### config.mk
export PLATFORM = sky130hd
export DESIGN_NAME = ffa_total
export DESIGN_NICKNAME = d
export VERILOG_FILES = /design/src/ffa_pkg.sv /design/src/ffa_total.sv
export SDC_FILE = /design/constraint.sdc
export NUM_CORES = 1
export LEC_CHECK = 0
export ABC_CLOCK_PERIOD_IN_PS = 3100
export BUFFER_PORTS_ARGS = -buffer_cell sky130_fd_sc_hd__buf_2
export CAP_MARGIN = 40
export CORE_UTILIZATION = 31
export CTS_BUF_LIST = sky130_fd_sc_hd__clkbuf_4 sky130_fd_sc_hd__clkbuf_8
export DETAILED_ROUTE_END_ITERATION = 10
export PLACE_DENSITY = 0.54
export SLEW_MARGIN = 20
export SYNTH_ARGS = -nofsm -noshare
export SYNTH_HDL_FRONTEND = slang
export SYNTH_SLANG_ARGS = --single-unit
### constraint.sdc
create_clock -name clk_i -period 3.1 [get_ports clk_i]
set_clock_uncertainty 0.15 [all_clocks]
set_input_delay 0.62 -clock clk_i [delete_from_list [all_inputs] [get_ports clk_i]]
set_output_delay 0.62 -clock clk_i [all_outputs]
set_load 0.01 [all_outputs]
### src/ffa_pkg.sv
// Package for the first-fit free-list allocator: sizes, payload structs,
// region RAM request and total update types, sequencer states.
// No dependencies; every other file of the block imports it.
package ffa_pkg;

  localparam int unsigned ENTRIES = 256;
  localparam int unsigned IDX_W   = $clog2(ENTRIES);
  localparam int unsigned CNT_W   = IDX_W + 1;
  localparam int unsigned TOT_W   = 32 + IDX_W;

  localparam logic [31:0] PAGE_ADD  = 32'h0000_0fff;
  localparam logic [31:0] PAGE_MASK = 32'hffff_f000;

  typedef enum logic [1:0] {
    OUT_OK    = 2'd0,
    OUT_NOFIT = 2'd1,
    OUT_FULL  = 2'd2
  } outcome_e;

  typedef enum logic {
    CMD_ALLOC = 1'b0,
    CMD_FREE  = 1'b1
  } cmd_e;

  typedef struct packed {
    logic        cmd;
    logic        round_to_page;
    logic [31:0] region_addr;
    logic [31:0] region_size;
  } ffa_req_t;

  typedef struct packed {
    logic [31:0] result_addr;
    logic [1:0]  outcome;
    logic [31:0] free_total;
  } ffa_rsp_t;

  typedef struct packed {
    logic [31:0] start;
    logic [31:0] length;
  } region_t;

  typedef struct packed {
    logic             we;
    logic [IDX_W-1:0] waddr;
    region_t          wdata;
    logic             re;
    logic [IDX_W-1:0] raddr;
  } ram_req_t;

  typedef struct packed {
    logic        en;
    logic [31:0] add;
    logic [32:0] sub;
  } tot_upd_t;

  typedef enum logic [3:0] {
    ST_IDLE,
    ST_RD,
    ST_CHK,
    ST_DECIDE,
    ST_RM_RD,
    ST_RM_WR,
    ST_INS_RD,
    ST_INS_WR,
    ST_INS_PUT,
    ST_DONE
  } ctrl_state_e;

  function automatic logic [31:0] page_round(input logic [31:0] size);
    page_round = (size + PAGE_ADD) & PAGE_MASK;
  endfunction

endpackage

### src/ffa_total.sv
// Free byte total: exact sum of all region lengths, updated by the
// sequencer, shown saturated to 32 bits. Depends on ffa_pkg.
module ffa_total (
  input  logic              clk_i,
  input  logic              rst_ni,
  input  ffa_pkg::tot_upd_t tot_upd_i,
  output logic [31:0]       free_total_o
);
  import ffa_pkg::*;

  logic [TOT_W-1:0] sum_q, sum_d;

  // The exact sum never exceeds ENTRIES regions of 32 bits, so modular
  // arithmetic in TOT_W bits gives the true value after each update.
  always_comb begin
    sum_d = sum_q;
    if (tot_upd_i.en) begin
      sum_d = sum_q + TOT_W'(tot_upd_i.add) - TOT_W'(tot_upd_i.sub);
    end
  end

  always_ff @(posedge clk_i or negedge rst_ni) begin
    if (!rst_ni) begin
      sum_q <= '0;
    end else begin
      sum_q <= sum_d;
    end
  end

  assign free_total_o = (|sum_q[TOT_W-1:32]) ? '1 : sum_q[31:0];

endmodule

After elaboration in Yosys (flattened, before gate mapping)
Index checks and enable logic that the tools add are counted.
{"block": "classes", "n_mux": 1, "add_sub_neg": 2, "reduce_logical": 1}
{"op": "$add 40x32->40", "n": 1}
{"op": "$sub 40x33->40", "n": 1}
{"op": "$mux 32", "n": 1}
{"op": "$reduce_or 8->1", "n": 1}
{"block": "totals", "ff_bits": 40, "word_cells": 5, "out_inout_bits": 32, "in_bits": 68}

Depth between registers and ports, before layout
Gate-level depths: netlist of the first run.
{"block": "depth", "ltp_word": 2, "ltp_mapped": 13, "mapped_depth_nobuf": 13}

Worst setup path before layout of the first run
Ideal clock, no wire load.
{"block": "synth_timing", "path_kind": "input to register", "from": "in tot_upd_i[34] (netlist bit)", "to": "reg sum_q[30]", "required_time_ps": 2813, "path_slack_ps": -432, "setup_ps": 137, "path_stages": 12, "n_path_buf": 0, "arrival_ps": 3245, "path_cell_list": "inv_1 > fa_1 > inv_1 > fa_1 > a21oi_1 > o21ai_0 > a221o_2 > a2111oi_2 > nor3_1 > a311oi_2 > xor2_1 > mux2i_1"}
{"block": "synth_between", "elab_chain_cells": 2}
{"element": "start, declared", "line_no": "ffa_total.sv:6", "text": "input ffa_pkg::tot_upd_t tot_upd_i,"}
{"element": "$add 40x32->40", "line_no": "ffa_total.sv:18", "text": "sum_d = sum_q + TOT_W'(tot_upd_i.add) - TOT_W'(tot_upd_i.sub);"}
{"element": "$sub 40x33->40", "line_no": "ffa_total.sv:18"}
{"element": "end signal, assigned", "line_no": "ffa_total.sv:26", "text": "sum_q <= sum_d;"}
{"element": "end, declared", "line_no": "ffa_total.sv:11", "text": "logic [TOT_W-1:0] sum_q, sum_d;"}
No other way between the ends.
A chain may end at the register's enable or synchronous reset.

Worst setup path after layout of the first run
{"block": "layout_timing", "from": "in tot_upd_i[42] (netlist bit)", "to": "reg sum_q[30]"}
Same word-level chain as after synthesis.

==> results_dict.tcl, run 1 <==
set metrics [dict create \
    synth.cell_area_mm2 0.00505 \
    syn-num-nets 781 \
    gr-total-overflow 0 \
    min_path_type "primary input to async pin" \
    final_cell_mix "inv_1, buf_4, buf_2, nand2_1, dfrtp_1" \
    drt_first_iter_violations 169 \
    reg2reg_to "sum_q[30]$_DFFE_PN0P_" \
    setup_viol 17 \
    status "finished with violations" \
    crit_required_ns 3.14 \
    finalCritPeriodShare_pct 107 \
    area_growth_pct 44.8 \
    clock_sinks 40 \
    routed_wl_mm 13.8 \
    drv_cap 0 \
    die-height_um 130 \
    top_register "sum_q" \
    antenna_found_initial 0 \
    dpl-instance-area_mm2 0.00677 \
    whs_ns 0.0562 \
    synth_ff_type "dfrtp_1" \
    switching_power_mw 4.31 \
    ys_types 60 \
    final_area_mm2 0.00732 \
    synth-seq-area-share_pct 19.8 \
    grt_use_total_pct 17.2 \
    r2r_slack_ns -0.16 \
    top_regs "sum_q (40)" \
    synthesis.instances 637 \
    startpoint "tot_upd_i[42]" \
    tritoncts "done" \
    post-dp-hpwl_mm 10.9 \
    mostFrequentLayoutCell "inv_1" \
    h-tree-depth 2 \
    power.density_mw_per_mm2 1300 \
    crit_end "sum_q[30]$_DFFE_PN0P_" \
    violations "setup timing" \
    numCtsBuffers 5 \
    rsz0062_at_grt "yes" \
    crit_path_end_kind "register" \
    grt_pass1_wl_mm 22.7 \
    start_util_pct 31.8 \
    port-buffer-count 99 \
    swShare_pct 45.3 \
    leakage_nw 3.74 \
    p_int_mw 5.20 \
    period_needed_ns 3.32 \
    r2r-start "sum_q[9]$_DFFE_PN0P_" \
    design.core.area_mm2 0.0159 \
    die_w_um 130 \
    irDropWorstVdd_mv 0.409 \
    max_slew.worst_pin.slew_ns 0.747 \
    hold_viol 0 \
    avgRoutedWirePerCell_um 12.9 \
    drt.antenna.violating_nets 0 \
    critPathKind "primary input to register" \
    final_max_slew_viol_count 0 \
    grt_max_degree 73 \
    cts-root-buf "clkbuf_8" \
    ioPinCount 100 \
    rows 46 \
    cts.clk_slew.worst_paths_ns 0.09 \
    fillers 1659 \
    largest_reg_flops 40 \
    n_antenna_cell 0 \
    nets 996 \
    grt_pass1_vias 4849 \
    maxSlewHeadroom_pct 50.2 \
    synth-seq-cells 40 \
    p_clk_share_pct 5.0 \
    crit_arrival_ns 3.35 \
    finalSetupTns_ns -1.09 \
    design.die.area_mm2 0.0168 \
    power_frac_seq_pct 9.5 \
    clock.fmax_mhz 302 \
    gp_congestion 0.872 \
    avgViaCountPerCell 4.59 \
    drc 0 \
    path_max_fanout 4 \
    clk_latency_ns 0.32 \
    rr_worst_depth 12 \
    total_power_mw 9.51 \
    fin_ws_ns -0.216 \
    dr.pass1.iters 4 \
    synth_edf_count 0 \
    power_frac_comb_pct 85.5 \
    crit_path_start_kind "primary input" \
    drive_gt1_share_pct 36.8 \
    vias 4907 \
    yosysWarnings 0 \
    async_flop_share_pct 100 \
    postSynthAreaPerCell_um2 7.93 \
    clock_path_buffers 2 \
]
-- Yosys cell counts, drive strengths merged (2+ instances only) --
master	n	area (um2)
o21ai	43	215
nand3	11	60.1
or3	3	18.8
o2111ai	4	35.0
a21oi	43	226
clkbuf	18	67.6
dfrtp	40	1000
and3	4	25.0
fa	32	641
a221o	3	31.3
a21o	21	159
buf	5	20.0
xor2	11	96.3
a31oi	7	43.8
nand4	12	75.1
ha	44	551
and2	3	18.8
a211oi	2	15.0
nor2	16	60.1
or2	5	31.3
nand2	47	176
o21a	6	45.0
a41oi	2	17.5
mux2i	8	80.1
mux2	2	22.5
o311ai	4	35.0
a21boi	3	33.8
o21bai	3	22.5
nand2b	35	219
nor3	10	55.1
nor2b	4	25.0
inv	144	541
xnor2	17	149
o211ai	7	52.6
a31o	2	17.5
-- critical path: stages --
cell and delay [ns]:
buf_8 0.07, inv_4 0.03, fa_1 0.56, inv_2 0.05, ha_4 0.23, a221oi_2 0.24
o211ai_1 0.11, a221o_2 0.46, a2111oi_4 0.45, nor3_2 0.07, a311oi_2 0.21, xor2_1 0.16
mux2i_1 0.08
-- metal layers --
layer	global-route usage [%]	routed length, um	vias up
met4	4.10	145	0
met1	21.5	6410	2280
li1	-	-	2531
met2	30.7	6780	86
met5	0	0	-
met3	2.56	459	10
-- stage by stage --
stage                     std cells  worst slack, ns  utilization (%)
after global placement         1045           -0.558             42.6
final                          1069           -0.216             46.1
after CTS                      1062           -0.192             44.7
after global routing           1069           -0.311             46.1
after detailed placement       1045           -0.598             42.6
after floorplan                 637           -0.304                -
-- power groups by stage --
stage	clock network, mW	registers [mW]	logic (mW)
2_1_floorplan	0	0.886	4.71
3_3_place_gp	0	0.909	7.24
3_5_place_dp	0	0.914	7.26
4_1_cts	0.499	0.903	7.71
5_1_grt	0.510	0.933	9.00
6_report	0.475	0.901	8.14
-- worst min-delay path by stage --
stage                                     start  slack (ns)               endpoint  cells past startpoint
after global routing                     rst_ni        0.07  sum_q[10]$_DFFE_PN0P_                      1
final                                    rst_ni        0.06   sum_q[7]$_DFFE_PN0P_                      1
after detailed placement  sum_q[27]$_DFFE_PN0P_        0.33  sum_q[27]$_DFFE_PN0P_                      2
after floorplan                          rst_ni        0.17   sum_q[0]$_DFFE_PN0P_                      0
after CTS                                rst_ni        0.05  sum_q[10]$_DFFE_PN0P_                      1
after global placement    sum_q[27]$_DFFE_PN0P_        0.34  sum_q[27]$_DFFE_PN0P_                      2
-- kinds of logic after synthesis --
family | after synthesis | share of synthesized area (%)
adders and majority gates | 76 | 23.6
muxes | 10 | 2.03
xor gates and xnor gates | 28 | 4.85
DFF | 40 | 19.8
buffers and inverters | 167 | 12.4
AOI/OAI and AO/OA | 162 | 21.5
and+or+nand+nor | 154 | 15.8
-- final cells by class --
cell class | instances | area, um2 | share of cell area, %
clock buffer | 6 | 76.3 | 1.04
multi-input combinational | 430 | 3860 | 52.7
inverter | 144 | 543 | 7.42
tap | 216 | 270 | 3.69
sequential | 40 | 1000 | 13.7
clock inverter | 2 | 35.0 | 0.479
timing repair buffer | 231 | 1530 | 21.0
-- what timing repair did --
action | CTS | global route
setup buffers | 9 | 7
resized for setup | 31 | 29
endpoints found under the setup margin | 15 | 26
pin swaps | 38 | 22
hold buffers | 0 | 0
Note: power is estimated with default switching activity, not from simulation.
==> run 2, diff against run 1 <==
--- a/config.mk
+++ b/config.mk
@@ -10,8 +10,10 @@
 export CAP_MARGIN = 40
 export CORE_UTILIZATION = 31
 export CTS_BUF_LIST = sky130_fd_sc_hd__clkbuf_4 sky130_fd_sc_hd__clkbuf_8
+export CTS_CLUSTER_DIAMETER = 40
 export DETAILED_ROUTE_END_ITERATION = 10
 export PLACE_DENSITY = 0.54
+export SKIP_CTS_REPAIR_TIMING = 1
 export SLEW_MARGIN = 20
 export SYNTH_ARGS = -nofsm -noshare
 export SYNTH_HDL_FRONTEND = slang
==> run 2 against run 1 <==
The run still ends with setup timing left. Total power shrank 1.7%. Core utilization shrank 0.58 points. Setup slack gained 0.0017 ns. Critical path depth is the same. Wire length shrank 0.89%. Final area shrank 1.3%. Sequential power is essentially flat. Critical path type unchanged.
==> results_dict.tcl, run 2 (synthesized netlist as in run 1, its figures left out) <==
set metrics [dict create \
    maxSlewHeadroom_pct 50.1 \
    vias 4867 \
    nets 990 \
    area_growth_pct 42.9 \
    mostFrequentLayoutCell "inv_1" \
    h-tree-depth 2 \
    period_needed_ns 3.31 \
    r2r-start "sum_q[9]$_DFFE_PN0P_" \
    gr-total-overflow 0 \
    port-buffer-count 99 \
    antenna_found_initial 0 \
    min_path_type "primary input to async pin" \
    die_w_um 130 \
    use_met1_pct 21.0 \
    n_antenna_cell 0 \
    fin_ws_ns -0.214 \
    clock_path_buffers 2 \
    gp_congestion 0.872 \
    clk_latency_ns 0.32 \
    dr.pass1.iters 5 \
    grt_pass1_vias 4736 \
    design.die.area_mm2 0.0168 \
    crit_path_end_kind "register" \
    largest_reg_flops 40 \
    drt_first_iter_violations 164 \
    irDropWorstVdd_mv 0.402 \
    path_max_fanout 4 \
    grt_use_met2_pct 29.9 \
    setup_viol 15 \
    tritoncts "done" \
    clock.fmax_mhz 302 \
    start_util_pct 31.8 \
    cts-root-buf "clkbuf_8" \
    drive_gt1_share_pct 36.4 \
    routed_wl_mm 13.7 \
    leakage_nw 3.70 \
    ioPinCount 100 \
    post-place-ws_ns -0.598 \
    busiest_layer "met2" \
    top_regs "sum_q (40)" \
    r2r_slack_ns -0.15 \
    drc 0 \
    critPathKind "primary input to register" \
    avgRoutedWirePerCell_um 12.9 \
    clock_sinks 40 \
    finalCritPeriodShare_pct 107 \
    cts.clk_slew.worst_paths_ns 0.09 \
    max_slew.worst_pin.slew_ns 0.749 \
    die-height_um 130 \
    avgViaCountPerCell 4.58 \
    rr_worst_depth 12 \
    top_register "sum_q" \
    crit_arrival_ns 3.35 \
    numCtsBuffers 5 \
    power.density_mw_per_mm2 1300 \
    post-dp-hpwl_mm 10.9 \
    reg2reg_to "sum_q[30]$_DFFE_PN0P_" \
    drt.antenna.violating_nets 0 \
    final_cell_mix "inv_1, buf_4, buf_2, nand2_1, dfrtp_1" \
    drv_cap 0 \
    rsz0062_at_grt "yes" \
    grt_pass1_wl_mm 22.1 \
    final_core_util_pct 45.5 \
    violations "setup timing" \
    grt_max_degree 73 \
    grt_use_met3_pct 2.56 \
    grt_use_total_pct 16.7 \
    crit_path_start_kind "primary input" \
    final_max_slew_viol_count 0 \
    crit_required_ns 3.14 \
    rows 46 \
    hold_viol 0 \
    status "finished with violations" \
    design.core.area_mm2 0.0159 \
    fillers 1661 \
]
-- run 2: changes by cell type in the layout (fill, tap and decap cells not counted), sizes merged --
cell  before  now
buf      231  225
-- run 2: worst max-delay path by stage --
stage | startpoint | cells past startpoint | end
after floorplan | tot_upd_i[1] | 11 | sum_q[30]$_DFFE_PN0P_
after global placement | tot_upd_i[17] | 12 | sum_q[30]$_DFFE_PN0P_
after detailed placement | tot_upd_i[17] | 12 | sum_q[30]$_DFFE_PN0P_
after CTS | tot_upd_i[17] | 12 | sum_q[30]$_DFFE_PN0P_
after global routing | tot_upd_i[1] | 12 | sum_q[30]$_DFFE_PN0P_
final | tot_upd_i[42] | 13 | sum_q[30]$_DFFE_PN0P_
-- run 2: metal layers --
metal	share of wire (%)	routed length, um
met1	47	6450
met4	0.92	126
met2	49	6740
met5	0	0
met3	2.6	358
-- run 2: area by class of cell --
type | count | area, um2 | share of cell area, %
flip-flops and latches | 40 | 1000 | 13.9
repair buffers | 225 | 1490 | 20.7
well taps | 216 | 270 | 3.74
multi-input cells | 430 | 3810 | 52.7
inverters | 144 | 541 | 7.48
clock buffers | 6 | 76.3 | 1.06
clock inverters | 2 | 35.0 | 0.485
-- run 2: power breakdown --
group          switching (mW)  internal, mW  total [mW]
logic                    3.91          4.07        7.98
registers              0.0944         0.807       0.901
clock network           0.224         0.248       0.473
-- run 2: critical path, stage by stage --
cell and delay (ns):
buf_6 0.07, inv_2 0.03, fa_1 0.56, inv_2 0.05, ha_4 0.23, a221oi_2 0.24, o211ai_1 0.11, a221o_2 0.47
a2111oi_4 0.39, nor3_2 0.07, a311oi_2 0.26, xor2_1 0.16, mux2i_1 0.08
-- run 2: per-stage QoR --
stage | setup TNS [ns] | hold slack, ns | instance area (um2) | total power, mW | std cells
after floorplan | -1.64 | 0.174 | 5240 | 5.59 | 637
after global placement | -9.82 | 0.339 | 6770 | 8.15 | 1045
after detailed placement | -10.68 | 0.325 | 6770 | 8.17 | 1045
after CTS | -1.52 | 0.0494 | 6880 | 8.71 | 1053
after global routing | -2.89 | 0.0711 | 7220 | 10.3 | 1063
final | -0.979 | 0.0583 | 7220 | 9.35 | 1063
==> run 3, diff against run 2 <==
--- a/config.mk
+++ b/config.mk
@@ -8,11 +8,11 @@
 export ABC_CLOCK_PERIOD_IN_PS = 3100
 export BUFFER_PORTS_ARGS = -buffer_cell sky130_fd_sc_hd__buf_2
 export CAP_MARGIN = 40
-export CORE_UTILIZATION = 31
+export CORE_UTILIZATION = 35
 export CTS_BUF_LIST = sky130_fd_sc_hd__clkbuf_4 sky130_fd_sc_hd__clkbuf_8
 export CTS_CLUSTER_DIAMETER = 40
 export DETAILED_ROUTE_END_ITERATION = 10
-export PLACE_DENSITY = 0.54
+export PLACE_DENSITY = 0.59
 export SKIP_CTS_REPAIR_TIMING = 1
 export SLEW_MARGIN = 20
 export SYNTH_ARGS = -nofsm -noshare
==> run 3 against run 2 <==
The run still ends with setup timing left. Hold slack better by 0.0055 ns. Global-route usage is 2.8 points higher. Flip-flop and latch count stayed put. Total power is 0.96% lower. Core utilization is 5.4 points higher. Setup slack worse by 0.033 ns. Wire length is 3.3% higher. Clock power is 11% lower. Via count is 2.5% higher. Count of clock-buffer cells in the layout is 2 higher. Sequential power is 1% higher. Cell count is 4.0% lower. Highest routed layer unchanged.
==> results_dict.tcl, run 3 (synthesized netlist as in run 1, its figures left out) <==
set metrics [dict create \
    antenna_found_initial 0 \
    leakage_nw 3.66 \
    switching_power_mw 4.30 \
    p_clk_share_pct 4.5 \
    tritoncts "done" \
    port-buffer-count 99 \
    multi_input_area_mm2 0.00381 \
    nets 983 \
    grt_pass1_wl_mm 23.2 \
    critPathKind "primary input to register" \
    gr-total-overflow 0 \
    ioPinCount 100 \
    irDropWorstVdd_mv 0.481 \
    final_cells 1020 \
    max_stage_delay_ns 0.55 \
    crit_cells 12 \
    crit_chain "buf_2 > fa_1 > inv_2 > ha_4 > a221oi_2 > o211ai_1 > a221o_2 > a2111oi_4 > nor3_1 > a311oi_2 > xor2_1 > mux2i_1" \
    cts.clk_slew.worst_paths_ns 0.09 \
    setup_viol 15 \
    crit_path_end_kind "register" \
    total_power_mw 9.26 \
    crit_slowest_cell "fa_1" \
    h-tree-depth 2 \
    n_antenna_cell 0 \
    design.core.area_mm2 0.0140 \
    grt_max_degree 73 \
    swShare_pct 46.4 \
    area_growth_pct 40.9 \
    crit_arrival_ns 3.38 \
    dr.pass1.iters 4 \
    drive_gt1_share_pct 36.0 \
    hold_viol 0 \
    rows 43 \
    period_needed_ns 3.35 \
    vias 4990 \
    mostFrequentLayoutCell "inv_1" \
    crit_family "compound AO/OA/AOI/OAI gates" \
    top_register "sum_q" \
    maxSlewHeadroom_pct 49.9 \
    drc 0 \
    drt.antenna.violating_nets 0 \
    finalCritPeriodShare_pct 108 \
    status "finished with violations" \
    final_core_util_pct 50.9 \
    clk_latency_ns 0.32 \
    post-dp-hpwl_mm 11.2 \
    rr_worst_depth 12 \
    largest_reg_flops 40 \
    rsz0062_at_grt "yes" \
    die_w_um 122 \
    final_max_slew_viol_count 0 \
    top_regs "sum_q (40)" \
    routed_wl_mm 14.1 \
    r2r_slack_ns -0.17 \
    avgRoutedWirePerCell_um 13.8 \
    clock_sinks 40 \
    grt_use_total_pct 19.5 \
    die-height_um 122 \
    power_frac_comb_pct 85.6 \
    avgViaCountPerCell 4.89 \
    power_frac_seq_pct 9.8 \
    min_path_type "primary input to async pin" \
    final_cell_mix "inv_1, buf_4, buf_2, nand2_1, dfrtp_1" \
    grt_pass1_vias 5163 \
    path_max_fanout 5 \
    gp_congestion 0.866 \
    crit_path_start_kind "primary input" \
    r2r-start "sum_q[9]$_DFFE_PN0P_" \
    crit_required_ns 3.14 \
    final-seq-area_mm2 0.00100 \
    power.density_mw_per_mm2 1300 \
    cts-root-buf "clkbuf_8" \
    numCtsBuffers 5 \
    p_int_mw 4.96 \
    critPathBufInv 2 \
    start_util_pct 36.1 \
    fillers 1390 \
    violations "setup timing" \
    fin_ws_ns -0.247 \
    max_slew.worst_pin.slew_ns 0.751 \
    drv_cap 0 \
    design.die.area_mm2 0.0149 \
    dpl.cell_count 1004 \
    clock_path_buffers 2 \
    drt_first_iter_violations 198 \
    reg2reg_to "sum_q[30]$_DFFE_PN0P_" \
    clock.fmax_mhz 299 \
]
==> run 3: how the worst max path moves through the flow <==
stage	from	end	slack [ns]
after detailed placement	tot_upd_i[6]	sum_q[30]$_DFFE_PN0P_	-0.62
final	tot_upd_i[9]	sum_q[30]$_DFFE_PN0P_	-0.25
after global routing	tot_upd_i[1]	sum_q[30]$_DFFE_PN0P_	-0.38
after global placement	tot_upd_i[17]	sum_q[30]$_DFFE_PN0P_	-0.55
after CTS	tot_upd_i[6]	sum_q[30]$_DFFE_PN0P_	-0.27
after floorplan	tot_upd_i[1]	sum_q[30]$_DFFE_PN0P_	-0.30
==> run 3: worst reg2reg max path: cells and delay by family, from the launching register on <==
kind | cells | cell delay, ns
and+or+nand+nor | 1 | 0.12
adders and majority gates | 2 | 0.76
xor gates and xnor gates | 1 | 0.17
buffers and inverters | 2 | 0.11
muxes | 1 | 0.08
AOI/OAI and AO/OA | 5 | 1.43
DFF | 1 | 0.33
==> run 3: per-stage QoR <==
stage / setup slack, ns / hold WS [ns] / TNS, ns / area [um2]
after global placement: -0.550 / 0.352 / -10.19 / 6680
final: -0.247 / 0.0638 / -1.70 / 7120
after detailed placement: -0.616 / 0.339 / -12.28 / 6700
after global routing: -0.379 / 0.0816 / -3.41 / 7120
after floorplan: -0.304 / 0.174 / -1.64 / 5240
after CTS: -0.272 / 0.0657 / -2.52 / 6790
==> run 3: power groups by stage <==
stage / registers, mW / logic (mW) / clock network, mW
6_report: 0.910 / 7.94 / 0.419
5_1_grt: 0.940 / 8.75 / 0.450
4_1_cts: 0.909 / 7.26 / 0.434
3_5_place_dp: 0.919 / 7.21 / 0
3_3_place_gp: 0.912 / 7.05 / 0
2_1_floorplan: 0.886 / 4.71 / 0
==> run 3: metal layers <==
layer  GRT usage [%]  share of wire, %
met3            3.14               3.3
met2            34.6                49
met5               0                 0
met1            24.3                46
met4            5.56               1.7
==> run 3: area by class of cell <==
cell class	instances	area share, %
multi-input cells	430	53.6
repair buffers	218	20.2
flip-flops and latches	40	14.1
inverters	144	7.59
well taps	180	3.16
clock buffers	8	1.37
